File: config.mk
export PLATFORM = sky130hd
export DESIGN_NAME = pgs_front
export DESIGN_NICKNAME = d
export VERILOG_FILES = /design/src/sv/assert_macros.svh /design/src/sv/pgs_pkg.sv /design/src/sv/pgs_front.sv
export SDC_FILE = /design/constraint.sdc
export NUM_CORES = 1
export LEC_CHECK = 0
export ABC_AREA = 0
export BUFFER_PORTS_ARGS = -buffer_cell sky130_fd_sc_hd__buf_2
export CAP_MARGIN = 20
export CELL_PAD_IN_SITES_DETAIL_PLACEMENT = 1
export CELL_PAD_IN_SITES_GLOBAL_PLACEMENT = 1
export CORE_MARGIN = 1.5
export CORE_UTILIZATION = 19
export CTS_CLUSTER_SIZE = 25
export DETAILED_ROUTE_END_ITERATION = 10
export PLACE_DENSITY = 0.91
export SYNTH_ARGS = -nofsm -noshare
export SYNTH_HDL_FRONTEND = slang
export SYNTH_SLANG_ARGS = --single-unit
File: constraint.sdc
create_clock -name clk -period 1.7 [get_ports clk]
set_input_delay 0.34 -clock clk [delete_from_list [all_inputs] [get_ports clk]]
set_output_delay 0.34 -clock clk [all_outputs]
set_load 0.05 [all_outputs]
File: src/sv/assert_macros.svh
// Assertion macros used by pgs_back
`ifndef ASSERT_MACROS_SVH
`define ASSERT_MACROS_SVH
`ifndef ASSERT_OFF
`define ASSERT_IMPLIES(lbl, ante, cons) \
    lbl: assert property (@(posedge clk) disable iff (!rst_n) (ante) |-> (cons)) \
        else $error("assertion failed");
`define ASSERT_NEXT(lbl, ante, cons) \
    lbl: assert property (@(posedge clk) disable iff (!rst_n) (ante) |=> (cons)) \
        else $error("assertion failed");
`else
`define ASSERT_IMPLIES(lbl, ante, cons)
`define ASSERT_NEXT(lbl, ante, cons)
`endif
`endif

File: src/sv/pgs_pkg.sv
// Types, constants and arithmetic helpers of the path smoother
package pgs_pkg;

    localparam int COORD_W = 24;
    localparam int HEAD_W  = 16;
    localparam int WGT_W   = 16;
    localparam int TOL_W   = 24;
    localparam int SUM_W   = 32;
    localparam int FRAC_W  = 16;
    localparam int CFG_W   = 24;
    localparam int CFG_IDX_W = 2;
    localparam int MUL_A_W = COORD_W + 2;
    localparam int PROD_W  = MUL_A_W + WGT_W + 1;

    localparam logic [CFG_IDX_W-1:0] REG_DATA_WGT      = 2'd0;
    localparam logic [CFG_IDX_W-1:0] REG_WEIGHT_SMOOTH = 2'd1;
    localparam logic [CFG_IDX_W-1:0] REG_TOLERANCE     = 2'd2;

    localparam logic [WGT_W-1:0] DATA_WGT_RST      = 16'd6554;
    localparam logic [WGT_W-1:0] WEIGHT_SMOOTH_RST = 16'd29491;
    localparam logic [TOL_W-1:0] TOLERANCE_RST     = 24'd13;

    localparam logic signed [PROD_W-1:0] SAT_HI = PROD_W'((64'sd1 <<< (COORD_W - 1)) - 64'sd1);
    localparam logic signed [PROD_W-1:0] SAT_LO = -SAT_HI - PROD_W'(1);
    localparam logic signed [PROD_W-1:0] RND_HALF = PROD_W'(64'sd1 <<< (FRAC_W - 1));

    typedef struct packed {
        logic signed [COORD_W-1:0] x;
        logic signed [COORD_W-1:0] y;
        logic signed [HEAD_W-1:0]  heading;
    } pgs_point_t;

    function automatic logic signed [COORD_W-1:0] sat_coord(input logic signed [PROD_W-1:0] v);
        logic signed [COORD_W-1:0] r;
        if (v > SAT_HI)
        begin
            r = SAT_HI[COORD_W-1:0];
        end
        else if (v < SAT_LO)
        begin
            r = SAT_LO[COORD_W-1:0];
        end
        else
        begin
            r = v[COORD_W-1:0];
        end
        return r;
    endfunction

    // round to nearest, halves up, by arithmetic shift
    function automatic logic signed [PROD_W-1:0] round_q16(input logic signed [PROD_W-1:0] p);
        logic signed [PROD_W-1:0] s;
        s = p + RND_HALF;
        return s >>> FRAC_W;
    endfunction

endpackage

File: src/sv/pgs_front.sv
// Point loader: counts points, flags overflow, issues one job per path
module pgs_front
    import pgs_pkg::*;
#(
    parameter int MAX_POINTS = 64,
    parameter int AW = 6,
    parameter int CNT_W = 7
)
(
    input  logic                      clk,
    input  logic                      rst_n,
    input  logic                      pt_valid,
    output logic                      pt_ready,
    input  logic signed [COORD_W-1:0] pos_x,
    input  logic signed [COORD_W-1:0] pos_y,
    input  logic signed [HEAD_W-1:0]  heading,
    input  logic                      last_point,
    input  logic                      job_done,
    input  logic                      job_full,
    output logic                      wr_en,
    output logic [AW-1:0]             wr_addr,
    output pgs_point_t                wr_pt,
    output logic                      job_push,
    output logic [CNT_W-1:0]          job_n,
    output logic                      job_ovf
);

    logic [CNT_W-1:0] cnt_reg, cnt_next;
    logic             ovf_reg, ovf_next;
    logic             wait_reg, wait_next;
    logic             beat;
    logic             room;

    assign pt_ready = !wait_reg && !job_full;
    assign beat     = pt_valid && pt_ready;
    assign room     = (cnt_reg < CNT_W'(MAX_POINTS));

    assign wr_en      = beat && room;
    assign wr_addr    = cnt_reg[AW-1:0];
    assign wr_pt.x    = pos_x;
    assign wr_pt.y    = pos_y;
    assign wr_pt.heading = heading;
    assign job_push   = beat && last_point;
    assign job_n      = room ? cnt_reg + CNT_W'(1) : cnt_reg;
    assign job_ovf    = ovf_reg || !room;

    always_comb
    begin
        cnt_next  = cnt_reg;
        ovf_next  = ovf_reg;
        wait_next = wait_reg;
        if (job_done)
        begin
            wait_next = 1'b0;
        end
        if (beat)
        begin
            if (last_point)
            begin
                cnt_next  = '0;
                ovf_next  = 1'b0;
                wait_next = 1'b1;
            end
            else
            begin
                cnt_next = job_n;
                ovf_next = job_ovf;
            end
        end
    end

    always_ff @(posedge clk or negedge rst_n)
    begin
        if (!rst_n)
        begin
            cnt_reg  <= '0;
            ovf_reg  <= 1'b0;
            wait_reg <= 1'b0;
        end
        else
        begin
            cnt_reg  <= cnt_next;
            ovf_reg  <= ovf_next;
            wait_reg <= wait_next;
        end
    end

endmodule

-- Word level (Yosys, flattened, before mapping)
Cells that the tools add are included.
Widths: inputs -> output; s select.
- logic and storage cells: 19
- register bits: 9
- output and inout bits: 81
- input port bits: 70
- multiplexer cells: 6
- $lt $le $gt $ge: 1
- reductions and logical operators: 8
- add/subtract/negate cells: 1
- operator list (kind ; number):
    $mux 7 ; 2
    $add 7x1->7 const B ; 1
    $lt 7x7->1 const B ; 1
    $logic_and 1x1->1 ; 4
    $mux 1 ; 4
    $logic_not 1->1 ; 3
    $logic_or 1x1->1 ; 1

-- Logic depth before layout (Yosys ltp)
- depth after elaboration: 4
- mapped depth: 4

-- Worst setup path after synthesis
OpenSTA, ideal clock, no wires.
- path type: reg-to-output
- start: register cnt_reg[0]
- end: output port job_n[4]
- stages on the path, launching flop included: 4
- path slack: -276 ps
- arrival time: 1636 ps
- path through: dfrtp_1 ha_1 nand4b_1 xnor2_1
- word-level cells in the longest chain between the ends: 2
- elaborated cells on any way between the ends: 3
- ends and longest elaborated chain (item ; line ; source):
    start, declared ; pgs_front.sv:28 ; logic [CNT_W-1:0] cnt_reg, cnt_next;
    start signal, assigned ; pgs_front.sv:82 ; cnt_reg <= cnt_next;
    $add 7x1->7 / $lt 7x7->1 (equally long branches) ; pgs_front.sv:44, pgs_front.sv:36 ;
    $mux 7 * ; pgs_front.sv:44 ; assign job_n = room ? cnt_reg + CNT_W'(1) : cnt_reg;
    end, declared ; pgs_front.sv:24 ; output logic [CNT_W-1:0] job_n,
Mark *: on every way between the ends. The rest lies on a longest branch, timed or not.

-- Worst setup path in the final report
- start: register cnt_reg[0]
- end: output port job_n[1]
Same word-level chain as after synthesis.

==> results.md <==
- The most critical setup path has its endpoint at job_n[1].
- In the synthesized netlist, the cells that appear most often are 70 x sky130_fd_sc_hd__buf_4, 9 x sky130_fd_sc_hd__dfrtp_1, 6 x sky130_fd_sc_hd__nand2_1, 5 x sky130_fd_sc_hd__nor2_1, 5 x sky130_fd_sc_hd__xnor2_1.
- Global routing finished with a remaining overflow of 0.
- The number of buffers between clock root and the deepest sink is 2.
- The overall via count from detail_route is 599.
- The slew of the pin with the lowest slew margin is 0.3207 ns.
- The analysis attributes to cell leakage a power of 0.4959 nW.
- The number of global-route vias before repair is 691.
- After detailed routing, the average wire length per cell comes to 14.02 um.
- The routed design could run at a clock period as short as 1.715 ns.
- For this run, asynchronously set or reset flops after synthesis account for 100.0%.
- The die is 78.61 um tall.
- Across the VDD grid, the largest voltage drop is 0.0003551 V.
- Clock tree synthesis found a total of 9 sinks.
- The run finished, with violations left.
- The power share of the combinational group is 48.5%.
- Synthesis produced a netlist whose cell count is 124.
- For this block, the routed nets add up to 2271 um of wire.
- Setup repair after global routing could not meet its margin everywhere.
- The final clock skew is 0.002407 ns.
- The layout cell share with drive strength beyond 1 is 57.78%.
- The repair_antennas step left the layout with diodes totalling 0.
- The die covers 6179 um^2.
- 151 I/O pins were placed.
- The DRC violation count after routing is 0.
- sky130_fd_sc_hd__buf_4 is the most common cell in the netlist.
- The worst setup path is launched from a register.
- The number of violations reported at the end of detailed-routing iteration 0 is 19.
- The final number of max-transition violations came to 0.
- The most used flip-flop cell after synthesis is sky130_fd_sc_hd__dfrtp_1.
- The worst path setup slack after routing is -0.01451 ns.
- STA puts the critical path data required time at 1.36 ns.
- The worst register-to-register path has a setup slack of 0.31 ns.
- The launching instance or port of the critical path is cnt_reg[0].
- The flip-flop count of the largest register after layout is 7.
- Total power for the finished layout comes to 0.001030 W.
- The number of endpoints with negative hold slack in the final report is 0.
- The global-route usage over all layers is 7.504%.
- Summed over all instances, the cell type with the most area after synthesis is sky130_fd_sc_hd__buf_4.
- After synthesis, the cell types taking the most area are sky130_fd_sc_hd__buf_4 48%, sky130_fd_sc_hd__dfrtp_1 21%, sky130_fd_sc_hd__xnor2_1 4.0%, sky130_fd_sc_hd__nand4b_4 2.2%, sky130_fd_sc_hd__nand2_1 2.1%.
- CTS built an H-tree with a depth of 1.
- The number of antenna violations at the first check in global routing is 0.
- The share of the synthesized area in the top cell type is 48.39%.
- The kind of capture point of the worst setup path is an output port.
- The wire length of the first global-routing pass is 3484 um.
- For the final routed database, the setup TNS stands at -0.02188 ns.
- Entering global routing, the biggest net connects 10 pins.
- The flip-flop and latch count after synthesis is 9.
- The area growth from synthesis to layout is -6.797%.
- The final cell count without fillers is 162.
- After clock tree synthesis, the clock-pin slew on the worst setup and hold paths is 0.05 ns.
- The length of the first detailed-routing pass in iterations is 4.
- The startpoint of the worst-slack reg-to-reg timing path is wait_reg.
- The number of flops mapped to enable cells by yosys is 0.
- The remaining antenna violation count is 0.
- Input and output buffers added on the ports amount to 22.
- The number of instances in the placed design is 156.
- The number of clock buffers added by TritonCTS is 3.
- After legalization and detailed placement, the total HPWL measured 1861 um.
- The worst register-to-register path ends at cnt_reg[3].
- TritonCTS built the clock tree.
- The fraction of power spent switching nets is 43.03%.
- The portion of the clock cycle consumed by the worst path in the final layout is 100.9%.
- Cell internal power was estimated by the tool at 0.0005866 W.
- The core region is 5507 um^2.
- The standard-cell row count is 27.
- The net count of the mapped netlist is 195.
- After the last flow step, the layout net total stands at 162.
- The yosys synthesis warning count is 0.
- The number of distinct library cells after synthesis is 26.
- Setup violations remaining at the end of the flow were counted as 2.
- Dividing total power by cell area gives a power density of 1017 nW/um^2.
- The effective utilization at floorplan is 19.72%.
- The net switching power figure is 0.0004430 W.
- Of all nets on the critical path, the largest fanout is 4.
- The final reports fail on negative setup slack.
- The class of the worst hold path is input pin to register.
- Headroom to the max-slew limit came out at 78.35%.
- The part of the power in registers is 27.3%.
- Routability-driven placement finished with a final weighted congestion of 0.7426.
- The highest attainable clock frequency is 583.3 MHz.
- The synthesized area per cell is 8.758 um^2.
- Data on the critical path arrives at its endpoint at 1.37 ns.
- The via density per instance is 3.698.
- The later pin in the worst-skew pair is clocked with a latency of 0.23 ns.
- The total of fill cells in the finished design is 635.
- The cell depth of the worst flop-to-flop path is 4.
- The critical path in this run is classified as register to output port.
- Of the total power, the clock network draws 24.2%.
- The number of violations of the max-capacitance limit is 0.
- The synthesized netlist occupies a cell area of 1086 um^2.
- The share of synthesized area occupied by flip-flops and latches is 20.74%.
- The die span in x is 78.61 um.
- The clock root buffer is sky130_fd_sc_hd__clkbuf_8.
-- timing repair --
item	4_1_cts	5_1_grt
resized for setup	19	10
hold buffers	1	0
pin swaps	0	0
endpoints found under the hold margin	9	0
endpoints found under the setup margin	7	9
buffers inserted	1	0
-- metrics by stage --
step / hold slack [ns] / instance area, um^2 / setup WS, ns / utilization, %
6_report: 0.2899 / 1012 / -0.01451 / 18.38
3_5_place_dp: 0.2174 / 852.1 / 0.01474 / 15.47
4_1_cts: 0.2918 / 975.9 / -0.02699 / 17.72
5_1_grt: 0.2967 / 1012 / -0.08022 / 18.38
3_3_place_gp: 0.2050 / 852.1 / 0.06659 / 15.47
2_1_floorplan: 0.04441 / 1119 / 0.003260 / -
-- layout by cell type (no fill, tap or decap), types with 2 or more instances in the layout --
cell type / netlist / routed
sky130_fd_sc_hd__a22o_1: 2 / 2
sky130_fd_sc_hd__buf_2: 1 / 13
sky130_fd_sc_hd__buf_4: 70 / 10
sky130_fd_sc_hd__buf_6: 1 / 8
sky130_fd_sc_hd__clkbuf_8: 0 / 3
sky130_fd_sc_hd__dfrtp_1: 9 / 6
sky130_fd_sc_hd__dfrtp_2: 0 / 3
sky130_fd_sc_hd__inv_1: 4 / 4
sky130_fd_sc_hd__nand2_1: 6 / 6
sky130_fd_sc_hd__nand4b_1: 2 / 2
sky130_fd_sc_hd__nor2_1: 5 / 4
sky130_fd_sc_hd__o21ai_0: 3 / 3
sky130_fd_sc_hd__xnor2_2: 0 / 5
-- power by group through the flow --
stage	Sequential, W	Clock (W)	Combinational [W]
after detailed placement	0.000278	0	0.000426
after CTS	0.000282	0.000257	0.000490
final	0.000281	0.000249	0.000500
after global placement	0.000273	0	0.000417
after floorplan	0.000280	0	0.000738
after global routing	0.000286	0.000272	0.000526
-- logic make-up after synthesis --
kind of cell,count (synthesis),share of synthesized area [%]
muxes,1,1.037
and+or+nand+nor,21,12.21
DFF,9,20.74
buffers and inverters,76,51.27
adders and majority gates,1,1.152
xor gates and xnor gates,5,4.032
AOI/OAI and AO/OA,11,9.562
-- cell type report --
type | instances | area (um^2) | share of cell area [%]
inverter | 4 | 15.01 | 1.483
multi-input combinational | 39 | 370.4 | 36.59
sequential | 9 | 229.0 | 22.62
tap | 72 | 90.09 | 8.900
clock buffer | 4 | 45.04 | 4.450
timing repair buffer | 34 | 262.8 | 25.96
-- per-layer routing --
layer	wire length [um]	global-route usage [%]	vias up
met4	136	5.536	0
met3	258	3.837	26
met5	0	0	-
li1	-	-	262
met1	849	7.703	281
met2	1026	11.64	30
-- how the worst min path moves through the flow --
| stage | from | end | slack (ns) | cells past startpoint |
|---|---|---|---|---|
| global placement | rst_n | cnt_reg[3] | 0.20 | 1 |
| global route | job_done | wait_reg | 0.30 | 2 |
| CTS | job_done | wait_reg | 0.29 | 2 |
| finish | job_done | wait_reg | 0.29 | 2 |
| detailed placement | rst_n | cnt_reg[5] | 0.22 | 1 |
| floorplan | rst_n | cnt_reg[0] | 0.04 | 0 |
-- critical path, stage by stage, from the launching register on --
cell,delay [ns]
sky130_fd_sc_hd__dfrtp_2,0.45
sky130_fd_sc_hd__ha_4,0.24
sky130_fd_sc_hd__mux2_4,0.29
sky130_fd_sc_hd__buf_8,0.16
(Power assumes the default switching activity.)
