**config.mk**
```make
export PLATFORM = sky130hd
export DESIGN_NAME = pgs_job_fifo
export DESIGN_NICKNAME = d
export VERILOG_FILES = /design/src/sv/assert_macros.svh /design/src/sv/pgs_pkg.sv /design/src/sv/pgs_job_fifo.sv
export SDC_FILE = /design/constraint.sdc
export NUM_CORES = 1
export LEC_CHECK = 0
export BUFFER_PORTS_ARGS = -buffer_cell sky130_fd_sc_hd__buf_2
export CORE_ASPECT_RATIO = 0.9
export CORE_MARGIN = 2
export CORE_UTILIZATION = 30
export DETAILED_ROUTE_END_ITERATION = 7
export GPL_TIMING_DRIVEN = 0
export SLEW_MARGIN = 20
export SYNTH_ARGS = -nofsm -noshare
export SYNTH_HDL_FRONTEND = slang
export SYNTH_SLANG_ARGS = --single-unit
```
**constraint.sdc**
```tcl
create_clock -name clk -period 4.45 [get_ports clk]
set_input_delay 0 -clock clk [delete_from_list [all_inputs] [get_ports clk]]
set_output_delay 0 -clock clk [all_outputs]
set_load 0.01 [all_outputs]
```
**src/sv/assert_macros.svh**
```systemverilog
// Assertion macros used by pgs_back
`ifndef ASSERT_MACROS_SVH
`define ASSERT_MACROS_SVH
`ifndef ASSERT_OFF
`define ASSERT_IMPLIES(lbl, ante, cons) \
    lbl: assert property (@(posedge clk) disable iff (!rst_n) (ante) |-> (cons)) \
        else $error("assertion failed");
`define ASSERT_NEXT(lbl, ante, cons) \
    lbl: assert property (@(posedge clk) disable iff (!rst_n) (ante) |=> (cons)) \
        else $error("assertion failed");
`else
`define ASSERT_IMPLIES(lbl, ante, cons)
`define ASSERT_NEXT(lbl, ante, cons)
`endif
`endif

```
**src/sv/pgs_pkg.sv**
```systemverilog
// Types, constants and arithmetic helpers of the path smoother
package pgs_pkg;

    localparam int COORD_W = 24;
    localparam int HEAD_W  = 16;
    localparam int WGT_W   = 16;
    localparam int TOL_W   = 24;
    localparam int SUM_W   = 32;
    localparam int FRAC_W  = 16;
    localparam int CFG_W   = 24;
    localparam int CFG_IDX_W = 2;
    localparam int MUL_A_W = COORD_W + 2;
    localparam int PROD_W  = MUL_A_W + WGT_W + 1;

    localparam logic [CFG_IDX_W-1:0] REG_DATA_WGT      = 2'd0;
    localparam logic [CFG_IDX_W-1:0] REG_WEIGHT_SMOOTH = 2'd1;
    localparam logic [CFG_IDX_W-1:0] REG_TOLERANCE     = 2'd2;

    localparam logic [WGT_W-1:0] DATA_WGT_RST      = 16'd6554;
    localparam logic [WGT_W-1:0] WEIGHT_SMOOTH_RST = 16'd29491;
    localparam logic [TOL_W-1:0] TOLERANCE_RST     = 24'd13;

    localparam logic signed [PROD_W-1:0] SAT_HI = PROD_W'((64'sd1 <<< (COORD_W - 1)) - 64'sd1);
    localparam logic signed [PROD_W-1:0] SAT_LO = -SAT_HI - PROD_W'(1);
    localparam logic signed [PROD_W-1:0] RND_HALF = PROD_W'(64'sd1 <<< (FRAC_W - 1));

    typedef struct packed {
        logic signed [COORD_W-1:0] x;
        logic signed [COORD_W-1:0] y;
        logic signed [HEAD_W-1:0]  heading;
    } pgs_point_t;

    function automatic logic signed [COORD_W-1:0] sat_coord(input logic signed [PROD_W-1:0] v);
        logic signed [COORD_W-1:0] r;
        if (v > SAT_HI)
        begin
            r = SAT_HI[COORD_W-1:0];
        end
        else if (v < SAT_LO)
        begin
            r = SAT_LO[COORD_W-1:0];
        end
        else
        begin
            r = v[COORD_W-1:0];
        end
        return r;
    endfunction

    // round to nearest, halves up, by arithmetic shift
    function automatic logic signed [PROD_W-1:0] round_q16(input logic signed [PROD_W-1:0] p);
        logic signed [PROD_W-1:0] s;
        s = p + RND_HALF;
        return s >>> FRAC_W;
    endfunction

endpackage

```
**src/sv/pgs_job_fifo.sv**
```systemverilog
// Two-entry queue of path jobs between front and back
module pgs_job_fifo
    import pgs_pkg::*;
#(
    parameter int W = 8
)
(
    input  logic         clk,
    input  logic         rst_n,
    input  logic         push,
    input  logic [W-1:0] push_data,
    output logic         full,
    input  logic         pop,
    output logic         not_empty,
    output logic [W-1:0] pop_data
);

    logic [W-1:0] mem_reg [2];
    logic         wp_reg, wp_next;
    logic         rp_reg, rp_next;
    logic [1:0]   cnt_reg, cnt_next;

    assign full      = (cnt_reg == 2'd2);
    assign not_empty = (cnt_reg != 2'd0);
    assign pop_data  = mem_reg[rp_reg];

    always_comb
    begin
        wp_next  = wp_reg;
        rp_next  = rp_reg;
        cnt_next = cnt_reg;
        if (push && !full)
        begin
            wp_next = ~wp_reg;
        end
        if (pop && not_empty)
        begin
            rp_next = ~rp_reg;
        end
        cnt_next = cnt_reg + 2'((push && !full) ? 1 : 0) - 2'((pop && not_empty) ? 1 : 0);
    end

    always_ff @(posedge clk)
    begin
        if (push && !full)
        begin
            mem_reg[wp_reg] <= push_data;
        end
    end

    always_ff @(posedge clk or negedge rst_n)
    begin
        if (!rst_n)
        begin
            wp_reg  <= 1'b0;
            rp_reg  <= 1'b0;
            cnt_reg <= 2'd0;
        end
        else
        begin
            wp_reg  <= wp_next;
            rp_reg  <= rp_next;
            cnt_reg <= cnt_next;
        end
    end

endmodule

```
; ---- Word-level counts from Yosys, hierarchy flattened
; Memory sizes are Yosys's and may differ from the RTL's.
; Cells that the tools add are included.
[totals]
mem_count = 1
ram_bits = 16
register_bits = 4
input_bits = 12
wordCells = 17
out_inout_bits = 10
[mem_list]
columns = name, depth, word_bits, read_ports, rd_clocked_by_memory_dff, write_ports, line_no
row1 = mem_reg, 2, 8, 1, 0, 1, pgs_job_fifo.sv:18  ; logic [W-1:0] mem_reg [2];
[classes]
n_bitwise = 2
n_mux = 4
n_reduce_logical = 4
addsub = 2
n_eq_ne = 1
[ops]
columns = op, count
row1 = $mux 1, 4
row2 = $add 2x1->2, 1
row3 = $eq 2x2->1 const B, 1
row4 = $logic_and 1x1->1, 2
row5 = $not 1->1, 2
row6 = $reduce_bool 2->1, 1
row7 = $sub 2x1->2, 1
row8 = $logic_not 1->1, 1

; ---- Depth between registers and ports, before layout
; Gate-level depths: netlist (run 1).
[logic_depth]
word_depth = 6
ltp_mapped = 7

; ---- Worst setup path before layout (run 1)
; OpenSTA, ideal clock, no wires.
[synth_path]
path_kind = register to register
startpoint = register cnt_reg[1]
endpoint = register cnt_reg[1]
path_stages_with_launch = 8
t_arrival_ns = 1.519
required_time_ns = 4.327
period_less_slack_ns = 1.641
setup_time_ns = 0.123
n_path_buf = 0
setup_slack_ns = 2.809
cell_sequence = dfrtp_1 or2_4 and2_4 ha_1 inv_1 ha_1 xnor2_1 xnor2_1
[synth_lines]
columns = item, line_no
row1 = start: declaration, pgs_job_fifo.sv:21  ; logic [1:0] cnt_reg, cnt_next;
row2 = start signal: assignment, pgs_job_fifo.sv:63  ; cnt_reg <= cnt_next;
row3 = $reduce_bool 2->1, pgs_job_fifo.sv:24  ; assign not_empty = (cnt_reg != 2'd0);
row4 = via not_empty, pgs_job_fifo.sv:14  ; output logic not_empty,
row5 = $logic_and 1x1->1, pgs_job_fifo.sv:40  ; cnt_next = cnt_reg + 2'((push && !full) ? 1 : 0) - 2'((pop && not_empty) ? 1 : 0);
row6 = $mux 1, pgs_job_fifo.sv:40
row7 = $sub 2x1->2, pgs_job_fifo.sv:40
row8 = via cnt_next[1], pgs_job_fifo.sv:21
; The timed path passes the listed nets, and every way through them passes these cells.
; A chain may end at the register's enable or synchronous reset.

; ---- Worst setup path in the final report (run 1)
[layout_path]
startpoint = register cnt_reg[1]
endpoint = register cnt_reg[1]
[layout_between]
elab_chain_len = 6
[layout_lines]
columns = item, line_no
row1 = $eq 2x2->1, pgs_job_fifo.sv:23  ; assign full = (cnt_reg == 2'd2);
row2 = $logic_not 1->1, pgs_job_fifo.sv:40
row3 = $logic_and 1x1->1, pgs_job_fifo.sv:40
row4 = $mux 1, pgs_job_fifo.sv:40
row5 = $add 2x1->2, pgs_job_fifo.sv:40
row6 = $sub 2x1->2 *, pgs_job_fifo.sv:40
row7 = via cnt_next[1], pgs_job_fifo.sv:21
; Mark *: on every way through the listed nets, which the timed path passes. The rest lies on a longest branch.

==> impl_metrics.tcl, run 1 <==
set metrics [dict create \
    met2_usage_pct 15.3 \
    die_area_sq_um 3030 \
    setup_tns_ns 0 \
    hold_class "in -> async" \
    nFillCells 247 \
    crit_fanout 3 \
    r2r-start "cnt_reg[1]" \
    drive_above_1_share_pct 46.2 \
    drt_pass1_iterations 3 \
    synthCells 43 \
    globalRouteTotalUtil_pct 9.55 \
    area_growth_syn_to_layout_pct 35.4 \
    largest_reg_flops 16 \
    rows 17 \
    endpoint "cnt_reg[1]" \
    drc 0 \
    path_cells "or2_4 -> and2_4 -> ha_1 -> inv_1 -> ha_1 -> xnor2_1 -> xnor2_1" \
    fp.dieH_um 52.4 \
    grt_pass1_wl_mm 2.01 \
    postSynthAreaPerCell_sq_um 18.2 \
    synth_nets 57 \
    skew_ns 0.00432 \
    crit_family "adder cells" \
    vias_per_cell 4.32 \
    h-tree-depth 1 \
    hold_slack_ns 0.0219 \
    cpPeakStageDelay_ns 0.43 \
    crit_start "cnt_reg[1]" \
    fmax_mhz 589 \
    drv_slew 0 \
    r2r_end "cnt_reg[1]" \
    crit_path_top_delay_cell "dfrtp_1" \
    nets 93 \
    antenna_found_initial 0 \
    initial_core_util_pct 31.6 \
    cts_tree "done" \
    portBuffers 21 \
    drt_first_iter_violations 7 \
    crit_path_start_kind "flop" \
    cts.sinks 20 \
    path_depth 7 \
    crit_buf_inv 1 \
    slew_headroom_pct 54.3 \
    grt.overflow.total 0 \
    post-route-period-util_pct 38.1 \
    power_leakage_nw 0.436 \
    dp_cells 92 \
    cap_violations 0 \
    grt_max_degree 12 \
    path_clk_slew_ns 0.11 \
    required_ns 4.67 \
    ys.warnings.count 0 \
    core_sq_um 2470 \
    chipWidth_um 57.8 \
    ir_worst_vdd_mv 0.325 \
    diodes 0 \
    status "finished clean" \
    numCtsBuffers 3 \
    ant_nets 0 \
    wl_mm 1.22 \
    fin_util_pct 42.8 \
    rr_worst_depth 7 \
    io_pins 22 \
    clk_path_buf_depth 2 \
    vias 458 \
    post_cts_resized 0 \
    worstPathArrival_ns 1.92 \
    rsz0062_at_grt "false" \
    yosysTopAreaCell "edfxtp_1" \
    post-cts-setup-buffers 0 \
    critPathKind "reg -> reg" \
    p_per_area_nw_per_um2 576 \
    setup_violations 0 \
    synth_top_area_share_pct 61.5 \
    postCtsHoldBufs 9 \
    syn_area_sq_um 781 \
    stdcell_count 106 \
    synth_seq_cells 20 \
    clock_latency_ns 0.29 \
    use_met1_pct 10.9 \
    gr-max-usage-layer "met2" \
    place_congestion 0.631 \
    min_period_ns 1.70 \
    grtUsageMet3_pct 2.96 \
    worstMarginPinSlew_ns 0.683 \
    root_buffer "clkbuf_4" \
    ys_seq_area_share_pct 74.4 \
    hold_viol 0 \
    hpwl_um 849 \
    r2r_slack_ns 2.75 \
    wl_per_cell_um 11.5 \
    end_kind "flop" \
    grt_pass1_vias 483 \
    ys_types 14 \
    synthTopCellsByArea "edfxtp_1 62%, dfrtp_1 13%, mux2_2 12%, xnor2_1 3.4%, ha_1 3.2%" \
]
[cell type report]
class                           instances  area (sq um)  share of cell area (%)
Sequential cell                        20           581                    54.9
Buffer                                  1          5.00                   0.473
Multi-Input combinational cell         20           188                    17.8
Inverter                                2          7.51                   0.710
Tap cell                               28          35.0                    3.31
Clock buffer                            4          36.3                    3.43
Timing Repair Buffer                   31           205                    19.4
[cell usage after synthesis, drive strengths merged]
library cell  instances
nand2                 1
xnor2                 3
ha                    2
dfrtp                 4
edfxtp               16
buf                   1
and2                  1
nand2b                1
xor2                  1
nor2                  1
inv                   2
mux2                  8
and3                  1
or2                   1
[worst reg2reg max path, stage by stage (launching register included)]
cell and delay (ns):
dfrtp_1 0.43, or2_4 0.26, and2_4 0.16, ha_1 0.27, inv_1 0.04, ha_1 0.18, xnor2_1 0.16, xnor2_1 0.13
[per-layer routing]
metal	vias up	routed length, um
met2	14	594
li1	225	-
met1	217	544
met4	0	11
met5	-	0
met3	2	66
[through the flow]
step | power (mW) | setup WS [ns] | area [sq um]
2_1_floorplan | 0.438 | 2.81 | 781
3_3_place_gp | 0.504 | 2.79 | 921
3_5_place_dp | 0.510 | 2.77 | 921
4_1_cts | 0.619 | 2.74 | 1050
5_1_grt | 0.653 | 2.63 | 1060
6_report | 0.609 | 2.75 | 1060
[how the worst min path moves through the flow]
| stage | startpoint | end | slack [ns] | depth (start not counted) |
|---|---|---|---|---|
| 5_1_grt | push | wp_reg | 0.01 | 3 |
| 3_3_place_gp | rst_n | cnt_reg[0] | -0.19 | 1 |
| 2_1_floorplan | rst_n | cnt_reg[0] | -0.30 | 0 |
| 6_report | rst_n | cnt_reg[0] | 0.02 | 2 |
| 3_5_place_dp | rst_n | cnt_reg[0] | -0.18 | 1 |
| 4_1_cts | pop | rp_reg | 0.0009 | 3 |
[kinds of logic (layout without fill, tap and decap cells)]
| logic type | count (synthesis) | in the layout | share of synthesized area, % |
|---|---|---|---|
| buf+inv | 3 | 38 | 1.60 |
| simple gates | 6 | 6 | 4.81 |
| xor+xnor | 4 | 4 | 4.49 |
| mux | 8 | 8 | 11.5 |
| flops | 20 | 20 | 74.4 |
| fa+ha+maj | 2 | 2 | 3.20 |
[power breakdown]
group,total (mW),internal [mW],switching [mW]
combinational,0.224,0.115,0.109
sequential,0.280,0.262,0.0184
clock,0.104,0.0498,0.0544
total,0.609,0.427,0.182
[placed cells by master (no fill, tap or decap), drive strengths merged]
cell and instances:
edfxtp 16, nor2 1, and3 1, dfrtp 4, nand2b 1, nand2 1, xnor2 3, buf 22
and2 1, clkbuf 4, dlygate4sd3 10, or2 1, ha 2, xor2 1, inv 2, mux2 8
No activity file was read; power rests on OpenSTA's default activity.
==> run 2: changes to the inputs <==
==> constraint.sdc (replaced) <==
create_clock -name clk -period 1.4 [get_ports clk]
set_input_delay 0 -clock clk [delete_from_list [all_inputs] [get_ports clk]]
set_output_delay 0 -clock clk [all_outputs]
set_load 0.01 [all_outputs]
==> run 2 against run 1 <==
Against the previous run:
- final cell count grew 0.94%
- first-iteration DRC count shrank 71%
- the run now ends with negative setup slack left
- worst setup slack lost 3.0 ns
- largest cell class unchanged
- via count grew 0.87%
- critical endpoint unchanged
- combinational power grew to 3.8 times the previous value
==> impl_metrics.tcl, run 2 (synthesis gave the netlist of run 1 again) <==
set metrics [dict create \
    status "finished, violations left" \
    violations "negative setup slack" \
    drv_slew 0 \
    clock_latency_ns 0.30 \
    min_period_ns 1.61 \
    globalRouteTotalUtil_pct 9.93 \
    nets 94 \
    antenna_found_initial 0 \
    crit_family "flip-flops" \
    dr_wl_met2_um 643 \
    ant_nets 0 \
    setup_violations 2 \
    worstPathArrival_ns 1.81 \
    hold_slack_ns 0.0175 \
    crit_start "cnt_reg[1]" \
    portBuffers 21 \
    r2r_slack_ns -0.21 \
    p_per_area_nw_per_um2 1990 \
    worstMarginPinSlew_ns 0.267 \
    place_area_sq_um 936 \
    vias_per_cell 4.32 \
    drc 0 \
    crit_path_top_delay_cell "dfrtp_1" \
    place_congestion 0.672 \
    die_area_sq_um 3030 \
    area_growth_syn_to_layout_pct 44.1 \
    wl_per_cell_um 12.3 \
    wl_met1_um 571 \
    rows 17 \
    h-tree-depth 1 \
    skew_ns 0.00493 \
    diodes 0 \
    cts.sinks 20 \
    slew_headroom_pct 82.1 \
    drt_pass1_iterations 4 \
    post-route-period-util_pct 115 \
    crit_buf_inv 1 \
    drive_above_1_share_pct 57.0 \
    initial_core_util_pct 31.6 \
    end_kind "flop" \
    cts_tree "done" \
    rsz0062_at_grt "true" \
    path_cells "or2_4 -> and2_4 -> ha_4 -> inv_2 -> ha_4 -> xnor2_2 -> xnor2_1" \
    ir_worst_vdd_mv 1.17 \
    seq_area_sq_um 581 \
    power_leakage_nw 0.454 \
    drt_first_iter_violations 2 \
    path_depth 7 \
    nFillCells 221 \
    clk_path_buf_depth 2 \
    critPathKind "reg -> reg" \
    final_cell_mix "21 x buf_2, 16 x edfxtp_1, 9 x dlygate4sd3_1" \
    cap_violations 0 \
    crit_path_start_kind "flop" \
    numCtsBuffers 3 \
    hpwl_um 873 \
    r2r-start "cnt_reg[1]" \
    wl_mm 1.32 \
    crit_top_cell "ha_4" \
    layout_commonest_cell "buf_2" \
    met3_length_um 101 \
    rr_worst_depth 7 \
    r2r_end "cnt_reg[1]" \
    chipWidth_um 57.8 \
    top_layer "met3" \
    grt_pass1_vias 490 \
    stdcell_area_sq_um 1120 \
    fmax_mhz 623 \
    vias 462 \
    path_clk_slew_ns 0.12 \
    endpoint "cnt_reg[1]" \
    worst_slack_ns -0.206 \
    hold_viol 0 \
    io_pins 22 \
    grt_max_degree 13 \
    required_ns 1.61 \
    crit_fanout 3 \
    grt_pass1_wl_mm 2.14 \
    grt.overflow.total 0 \
    cpPeakStageDelay_ns 0.42 \
    fp.dieH_um 52.4 \
    root_buffer "clkbuf_4" \
    hold_class "in -> async" \
    core_sq_um 2470 \
    largest_reg_flops 16 \
    multi_input_area_sq_um 231 \
]
[run 2: stage by stage]
step	cells	TNS (ns)	power, mW	utilization (%)	worst slack [ns]
final	107	-0.211	2.24	45.6	-0.206
after global placement	92	-2.15	1.63	37.9	-0.241
after floorplan	43	-0.201	1.42	-	-0.188
after CTS	106	-1.09	2.23	44.9	-0.222
after global routing	107	-0.305	2.39	45.6	-0.256
after detailed placement	92	-2.33	1.65	37.9	-0.261
[run 2: per-layer routing]
layer,up-vias,GRT usage (%)
li1,227,-
met5,-,0
met1,214,10.4
met3,0,4.69
met4,0,2.33
met2,21,18.0
[run 2: worst reg2reg max path: stages (launching register included)]
cell and delay [ns]:
dfrtp_1 0.42, or2_4 0.26, and2_4 0.15, ha_4 0.25
inv_2 0.03, ha_4 0.15, xnor2_2 0.13, xnor2_1 0.12
[run 2: area by class of cell]
cell class                      instances  share of cell area [%]
Timing Repair Buffer                   32                    18.7
Tap cell                               28                    3.11
Clock buffer                            3                    2.00
Multi-Input combinational cell         20                    20.6
Sequential cell                        20                    51.6
Clock inverter                          1                    2.67
Buffer                                  1                   0.667
Inverter                                2                   0.667
[run 2: timing repair]
item / CTS / global route
buffers inserted: 1 / 1
hold buffers: 9 / 0
gates resized for setup: 4 / 3
endpoints found under the setup margin: 11 / 18
endpoints found under the hold margin: 20 / 0
pin swaps: 0 / 3
gates cloned: 0 / 0
[run 2: how the worst min path moves through the flow]
stage          cells after the start          to   from
6_report                           2  cnt_reg[1]  rst_n
5_1_grt                            2  cnt_reg[1]  rst_n
4_1_cts                            2  cnt_reg[1]  rst_n
3_5_place_dp                       1  cnt_reg[0]  rst_n
3_3_place_gp                       1  cnt_reg[0]  rst_n
2_1_floorplan                      0  cnt_reg[0]  rst_n
[run 2: power breakdown]
group / internal [mW] / switching [mW] / total, mW
clock: 0.289 / 0.183 / 0.472
sequential: 0.831 / 0.0723 / 0.904
combinational: 0.466 / 0.396 / 0.862
